### src/rtl/bba_pkg.sv
// Shared constants and types for the block bitmap allocator.
package bba_pkg;

  localparam int FIELD_W    = 13;    // block number field width
  localparam int CNT_W      = 14;    // block count register width
  localparam int FIELD_SPAN = 8192;  // blocks addressable by a block field
  localparam int WORD_W     = 32;    // bitmap word width
  localparam int BIT_W      = 5;     // bit index inside a word
  localparam int GRP_W      = 16;    // words per summary group
  localparam int GSEL_W     = 4;     // index inside a group / group index
  localparam int NWORDS_MAX = FIELD_SPAN / WORD_W;  // 256 words, 16 groups

  localparam logic [1:0] ST_OK      = 2'd0;
  localparam logic [1:0] ST_FULL    = 2'd1;
  localparam logic [1:0] ST_BADFREE = 2'd2;

  localparam logic KIND_ALLOC = 1'b0;
  localparam logic KIND_FREE  = 1'b1;

  typedef struct packed {
    logic rd_en;
    logic wr_en;
  } mem_ctl_t;

endpackage

### src/rtl/bba_ffz.sv
// Find-first-zero unit: lowest clear bit of a 32-bit vector.
module bba_ffz (
  input  logic [bba_pkg::WORD_W-1:0] vec,
  output logic                       found,
  output logic [bba_pkg::BIT_W-1:0]  idx
);
  import bba_pkg::*;

  always_comb begin
    found = 1'b0;
    idx   = '0;
    for (int i = WORD_W - 1; i >= 0; i--) begin
      if (!vec[i]) begin
        found = 1'b1;
        idx   = BIT_W'(i);
      end
    end
  end

endmodule

### config.mk
export PLATFORM = sky130hd
export DESIGN_NAME = bba_ffz
export DESIGN_NICKNAME = d
export VERILOG_FILES = /design/src/rtl/bba_pkg.sv /design/src/rtl/bba_ffz.sv
export SDC_FILE = /design/constraint.sdc
export NUM_CORES = 1
export LEC_CHECK = 0
export ABC_AREA = 0
export ABC_CLOCK_PERIOD_IN_PS = 3300
export BUFFER_PORTS_ARGS = -buffer_cell sky130_fd_sc_hd__buf_2
export CORE_AREA = 2 2 39 41
export DETAILED_ROUTE_END_ITERATION = 10
export DIE_AREA = 0 0 41 43
export PLACE_DENSITY_LB_ADDON = 0.1
export SLEW_MARGIN = 0
export SYNTH_ARGS = -nofsm -noshare
export SYNTH_HDL_FRONTEND = slang
export SYNTH_SLANG_ARGS = --single-unit
### constraint.sdc
create_clock -name vclk -period 3.3
set_input_delay 0.825 -clock vclk [all_inputs]
set_output_delay 0.825 -clock vclk [all_outputs]
set_load 0.01 [all_outputs]
==> metrics.csv, run 1 <==
metric,value,unit
"Power, Total",0.0533,mW
"worst slack, placed",0.560,ns
P&R area growth vs syn,53.5,%
die width,41,µm
Antenna Diode Count,0,
Pre-antenna DRT Iters,3,
Worst setup SP type,primary input,
final setup violation count,0,
Synth Cell Area,393,µm²
Hold/Removal Path Class,in2out,
DP Wirelength,1130,µm
total grt overflow,0,
yosys warns,0,
Ports,38,
syn avg cell area,5.95,µm²
Pleak,0.291,nW
vias in the first global route,514,
Sequential cell area,0,µm²
Sequential Power Share,0,%
layout cells sized above 1,42.3,%
CP Data Arrival Time,1.90,ns
Die Y,43,µm
Total Wirelength,1270,µm
share of the synthesized area in the top cell type,14.3,%
synth cell count leaders,"nand2_1 (11), nand4_1 (9), inv_1 (6), nand3_1 (6), a21oi_1 (5)",
initial drt markers,5,
"top cells by area, synth","nand4_1 (14%), nand2_1 (11%), nand3_1 (7.6%)",
Global Route Usage Sum,13.9,%
setup repair bufs after CTS,0,
die area,1760,µm²
Post-DRT Antenna Nets,0,
worst slew pin tran,0.252,ns
Switching Share,54.4,%
initial antenna violation count,0,
PortBufs,38,
setup slack after layout,0.580,ns
WP data required,2.47,ns
Slew HR,83.0,%
status,"complete, no violations",
Initial Util,28.4,%
synth unique cells,22,
min cycle time layout,2.72,ns
syn nets,98,
Final period util,82.4,%
WL per Instance,10.6,µm
maximum VDD drop,0.0379,mV
Post-Place Cells,120,
critical path type,in2out,
Worst setup EP type,output pin,
cell area after placement,603,µm²
Fin Setup TNS,0,ns
final net count,138,
share of power burned in the clock network,0,%
PostCTS Resize Cnt,0,
maximum clock rate,368,MHz
largest net degree at the start of global routing,6,
Worst setup endpoint,idx[0],
"Seq/Total Area, Yosys",0,%
total number of vias,631,
Final Hold Viols,0,
"area leader, netlist",nand4_1,
Int Power,0.0243,mW
RSZ-0062 raised after global routing,false,
Comb power frac,100.0,%
Power Density,88.4,nW/µm²
Finished Layout Cells,120,
Critical Path Start,vec[11],
Max-Cap Viols,0,
"Hold-fix buffers, CTS",0,
gpl congestion,0.754,
Via density,5.26,
Core Region,1380,µm²
post-route design area,603,µm²
clock buffer count,0,
Post-Syn Instances,66,
"Slew Viols, Final",0,
top-count cell post-synth,nand2_1,
net switching power,0.0290,mW
row cnt,14,
"Max FO, Critical Path",4,
seq_cells,0,
global-route wire length before repair,1880,µm
DR DRC count,0,
-- power by group through the flow --
stage                     logic, mW  clock network (mW)  registers [mW]
final                        0.0533                   0               0
after global routing         0.0602                   0               0
after CTS                    0.0536                   0               0
after detailed placement     0.0534                   0               0
after global placement       0.0530                   0               0
after floorplan              0.0186                   0               0
-- metal layers --
metal	part of all wire, %	wire length [µm]	global-route usage, %
met2	47	591	23.4
met3	7.0	89	0
met5	0	0	0
met1	46	584	20.3
met4	0	0	0
-- critical path, cell delays in order --
cell       delay, ns
buf_2           0.12
inv_1           0.05
o21ai_1         0.06
a21o_1          0.20
a2111oi_2       0.28
o221a_2         0.24
buf_2           0.12
-- final cells by class --
cell class,count,area [µm²]
fill,164,781
multi-input combinational,60,370
timing repair buffer,38,190
tap,16,20.0
inverter,6,22.5
-- through the flow --
stage	hold slack [ns]	util [%]
after CTS	2.01	43.6
after detailed placement	2.01	43.6
after global routing	2.02	43.6
final	2.01	43.6
after floorplan	1.76	-
after global placement	2.01	43.6
-- cells in the final DEF (no fill, tap or decap), drive strengths merged, types with 2 or more instances in the layout --
master / instances
buf: 38
nand2: 11
nand4: 9
nand3: 6
inv: 6
a21oi: 5
o21ai: 5
nor2: 4
a31oi: 4
or3: 2
nand3b: 2
o2111ai: 2
nor3: 2
-- kinds of logic after synthesis --
group	synth area share (%)
and+or+nand+nor	58.3
buffers and inverters	5.73
AOI/OAI and AO/OA	36.0
-- worst min-delay path by stage --
stage               slack [ns]  endpoint  cells past startpoint  startpoint
floorplan                 1.76    idx[1]                      2      vec[1]
global placement          2.01    idx[0]                      3      vec[0]
detailed placement        2.01    idx[0]                      3      vec[0]
CTS                       2.01    idx[0]                      3      vec[0]
global route              2.02    idx[0]                      3      vec[0]
finish                    2.01    idx[0]                      3      vec[0]
No activity file was read; power rests on OpenSTA's default activity.
==> run 2, diff against run 1 <==
- ABC_AREA: 0 -> 1
- ABC_CLOCK_PERIOD_IN_PS: 3300 -> 2600
- clock period: 3.3 -> 2.6 ns (I/O delays scaled with it)
==> metrics.csv, run 2 <==
metric,value,unit,change
status,"complete, but fails checks",,
failing checks,setup timing,,
die width,41,µm,unchanged
vias in the first global route,486,,-5.4%
crit-path max cell delay,0.13,ns,-0.15 ns
GRT Max-Usage Layer,met2,,
Global Route Usage Sum,13.4,%,-0.51 points
top-count cell post-synth,nand2_1,,
post-synthesis xor/xnor area fraction,0,%,unchanged
largest net degree at the start of global routing,4,,-2
synth unique cells,11,,-50%
Initial Util,24.1,%,-4.3 points
Synth Cell Area,333,µm²,-15%
Hold/Removal Path Class,in2out,,
Final period util,116,%,
initial antenna violation count,0,,unchanged
Finished Layout Cells,138,,+15%
Compound-Gate Fraction of Synth Area,16.5,%,-19 points
Post-DRT Antenna Nets,0,,unchanged
GR Layer Usage met1,15.5,%,-4.8 points
syn avg cell area,4.27,µm²,-28%
Die Y,43,µm,unchanged
mux share of post-synthesis cell area,0,%,unchanged
DR DRC count,0,,unchanged
share of the synthesized area in the top cell type,54.1,%,+40 points
RSZ-0062 raised after global routing,true,,
Pleak,0.360,nW,+24%
most used cell along the critical path,nand2_1,,
Core Region,1380,µm²,unchanged
met2 Use GR,26.3,%,+2.8 points
P&R area growth vs syn,91.7,%,
critical path type,in2out,,
Power Density,128,nW/µm²,+45%
PortBufs,38,,unchanged
Pre-antenna DRT Iters,4,,+1
maximum clock rate,333,MHz,
row cnt,14,,unchanged
CP Data Arrival Time,2.35,ns,+0.45 ns
final net count,156,,+13%
Filler cells,166,,+1.2%
Max-Cap Viols,0,,unchanged
min cycle time layout,3.00,ns,
"top cells by area, synth","nand2_1 (54%), nor2_1 (11%), a31oi_1 (7.5%)",,
Final Hold Viols,0,,unchanged
WP data required,1.95,ns,-0.52 ns
Sequential cell area,0,µm²,unchanged
Worst setup EP type,output pin,,
Post-Place Cells,137,,+14%
"commonest non-fill, non-tap cells in the layout","nand2_1 (44), buf_2 (35), nor2_1 (10)",,
worst slew pin tran,0.252,ns,+0.000561 ns
global-route wire length before repair,1750,µm,-7.0%
"commonest non-fill, non-tap cell in the layout",nand2_1,,
layout cells sized above 1,41.0,%,-1.3 points
largest family of logic cells by synthesized area,simple AND/OR/NAND/NOR gates,,
WL per Instance,8.08,µm,-23%
Total Wirelength,1120,µm,-12%
Via density,4.48,,-15%
yosys warns,0,,unchanged
adder-cell share of the synthesized area,0,%,unchanged
seq_cells,0,,unchanged
maximum VDD drop,0.0436,mV,+15%
"Max FO, Critical Path",2,,-2
Worst setup SP type,primary input,,
final setup violation count,2,,+2
clock buffer count,0,,unchanged
Slew HR,83.1,%,about the same
post-synthesis simple-gate area fraction,78.9,%,+21 points
"Power, Total",0.0816,mW,+53%
Post-Syn Instances,78,,+18%
total grt overflow,0,,unchanged
synth cell count leaders,"nand2_1 (48), nor2_1 (10), a31oi_1 (4), inv_1 (4), nand4_1 (4)",,
syn nets,110,,+12%
"area leader, netlist",nand2_1,,
Ports,38,,unchanged
gpl congestion,0.680,,-9.8%
"Slew Viols, Final",0,,unchanged
initial drt markers,9,,+4
CP max-delay cell,buf_2,,
setup slack after layout,-0.404,ns,-0.984 ns
global routing usage on met3,0.524,%,+0.52 points
Antenna Diode Count,0,,unchanged
total number of vias,618,,-2.1%
"Seq/Total Area, Yosys",0,%,unchanged
die area,1760,µm²,unchanged
DP Wirelength,928,µm,-18%
## run 2: layout make-up
| cell class | count | area [µm²] | share of cell area, % |
|---|---|---|---|
| timing repair buffer | 44 | 273 | 42.7 |
| tap | 16 | 20.0 | 3.14 |
| multi-input combinational | 74 | 328 | 51.4 |
| inverter | 4 | 17.5 | 2.75 |
## run 2: final timing paths
check             startpoint      to  cells after the start
hold / removal        vec[1]  idx[0]                      3
setup / recovery     vec[31]  idx[0]                     33
## run 2: kinds of logic (layout without fill, tap and decap cells)
| logic type | Yosys count | after routing |
|---|---|---|
| AOI/OAI and AO/OA | 8 | 8 |
| buffers and inverters | 4 | 48 |
| and+or+nand+nor | 66 | 66 |
## run 2: power by group
part / internal [mW] / switching, mW
combinational: 0.0436 / 0.0380
sequential: 0 / 0
clock: 0 / 0
total: 0.0436 / 0.0380
## run 2: metrics by stage
step	util [%]	hold slack, ns	setup TNS, ns	cell area [µm²]	setup WS [ns]
floorplan	-	1.35	-0.105	333	-0.105
global placement	42.0	1.58	-0.426	581	-0.423
detailed placement	42.0	1.58	-0.468	581	-0.440
CTS	45.3	1.58	-0.666	627	-0.423
global route	46.1	1.60	-1.10	638	-0.830
finish	46.1	1.58	-0.503	638	-0.404
## run 2: timing repair
item                                    in CTS  in global routing
endpoints found under the setup margin       2                  2
setup buffers                                1                  0
endpoints found under the hold margin        0                  0
pin swaps                                    9                  6
hold buffers                                 0                  0
gates resized for setup                     10                  4
## run 2: worst max-delay path: cells and delay by family
| family | cells | cell delay [ns] |
|---|---|---|
| buffers and inverters | 3 | 0.27 |
| AOI/OAI and AO/OA | 1 | 0.10 |
| and+or+nand+nor | 29 | 1.34 |
## run 2: layer usage
metal | wire length (µm) | part of all wire, % | vias to the layer above
met3 | 99 | 8.9 | 0
li1 | - | - | 347
met4 | 0 | 0 | 0
met2 | 559 | 50 | 21
met5 | 0 | 0 | -
met1 | 456 | 41 | 250
==> run 3, diff against run 2 <==
- RECOVER_POWER: not set -> 100
==> metrics.csv, run 3 (synthesized netlist as in run 2, its figures left out) <==
metric,value,unit,change
status,"complete, but fails checks",,
failing checks,setup timing,,
net switching power,0.0381,mW,+0.15%
DR DRC count,0,,unchanged
setup slack after layout,-0.404,ns,-0.0000770 ns
Finished Layout Cells,138,,unchanged
Core Region,1380,µm²,unchanged
Post-DRT Antenna Nets,0,,unchanged
PortBufs,38,,unchanged
final net count,156,,unchanged
"commonest non-fill, non-tap cell in the layout",nand2_1,,
Pre-antenna DRT Iters,4,,unchanged
Hold/Removal Path Class,in2out,,
crit-path max cell delay,0.13,ns,about the same
"Max FO, Critical Path",2,,unchanged
WP data required,1.95,ns,about the same
Comb power frac,100.0,%,about the same
Max-Cap Viols,0,,unchanged
Sequential Power Share,0,%,unchanged
Antenna Diode Count,0,,unchanged
WL per Instance,8.13,µm,+0.63%
Global Route Usage Sum,13.4,%,unchanged
Power Density,129,nW/µm²,+0.71%
worst slew pin tran,0.252,ns,unchanged
clock buffer count,0,,unchanged
Final period util,116,%,about the same
most used cell along the critical path,nand2_1,,
die width,41,µm,unchanged
die area,1760,µm²,unchanged
"commonest non-fill, non-tap cells in the layout","nand2_1 (44), buf_2 (31), nor2_1 (10)",,
seq_cells,0,,unchanged
Slew HR,83.1,%,unchanged
Switching Share,46.7,%,+0.10 points
Total Wirelength,1120,µm,+0.63%
largest net degree at the start of global routing,4,,unchanged
global-route wire length before repair,1750,µm,unchanged
total grt overflow,0,,unchanged
Fin Hold WS,1.58,ns,unchanged
Pleak,0.346,nW,-3.9%
CP Data Arrival Time,2.35,ns,about the same
Sequential cell area,0,µm²,unchanged
vias in the first global route,486,,unchanged
layout cells sized above 1,37.7,%,-3.3 points
gpl congestion,0.680,,unchanged
initial drt markers,9,,unchanged
P&R area growth vs syn,90.2,%,
Final Hold Viols,0,,unchanged
Post-Place Cells,137,,unchanged
maximum clock rate,333,MHz,about the same
Ports,38,,unchanged
Int Power,0.0435,mW,-0.27%
maximum VDD drop,0.0436,mV,about the same
critical path type,in2out,,
CP max-delay cell,buf_2,,
row cnt,14,,unchanged
share of power burned in the clock network,0,%,unchanged
final setup violation count,2,,unchanged
Initial Util,24.1,%,unchanged
Die Y,43,µm,unchanged
initial antenna violation count,0,,unchanged
Worst setup EP type,output pin,,
RSZ-0062 raised after global routing,true,,
total number of vias,617,,-0.16%
DP Wirelength,928,µm,unchanged
min cycle time layout,3.00,ns,+0.0000770 ns
Worst setup SP type,primary input,,
"worst slack, placed",-0.440,ns,unchanged
Via density,4.47,,-0.16%
"Slew Viols, Final",0,,unchanged
run 3: changes by cell type in the layout (fill, tap and decap cells not counted):
| cell | delta |
|---|---|
| clkbuf_1 | +4 |
| buf_2 | -4 |
run 3: area by class of cell:
cell class / instances / area (µm²)
fill: 168 / 751
multi-input combinational: 74 / 328
timing repair buffer: 44 / 268
tap: 16 / 20.0
inverter: 4 / 17.5
run 3: worst paths after layout:
kind	start	endpoint	depth (start not counted)
setup / recovery	vec[31]	idx[0]	33
hold / removal	vec[1]	idx[0]	3
run 3: per-stage QoR:
step / area [µm²] / total power, mW / util [%] / setup TNS, ns
finish: 633 / 0.0816 / 45.8 / -0.503
global route: 633 / 0.0928 / 45.8 / -1.10
CTS: 627 / 0.0793 / 45.3 / -0.666
detailed placement: 581 / 0.0717 / 42.0 / -0.468
global placement: 581 / 0.0706 / 42.0 / -0.426
floorplan: 333 / 0.0286 / - / -0.105
run 3: layer usage:
layer,vias up,GRT usage (%),wire [µm]
met5,-,0,0
met4,0,0,0
met3,0,0.524,101
met2,21,26.3,562
met1,249,15.5,457
li1,347,-,-
run 3: critical path, delay by kind of cell:
kind	cells	cell delay, ns
AND/OR/NAND/NOR	29	1.34
buffers and inverters	3	0.27
AO/OA/AOI/OAI	1	0.10
run 3: what timing repair did:
item / in CTS / in global routing
hold buffers: 0 / 0
setup buffers: 1 / 0
resized for setup: 10 / 4
pin swaps: 9 / 6
setup endpoints to repair: 2 / 2
run 3: power groups by stage:
stage | registers (mW) | logic, mW | clock network, mW
after floorplan | 0 | 0.0286 | 0
after global routing | 0 | 0.0928 | 0
final | 0 | 0.0816 | 0
after CTS | 0 | 0.0793 | 0
after global placement | 0 | 0.0706 | 0
after detailed placement | 0 | 0.0717 | 0
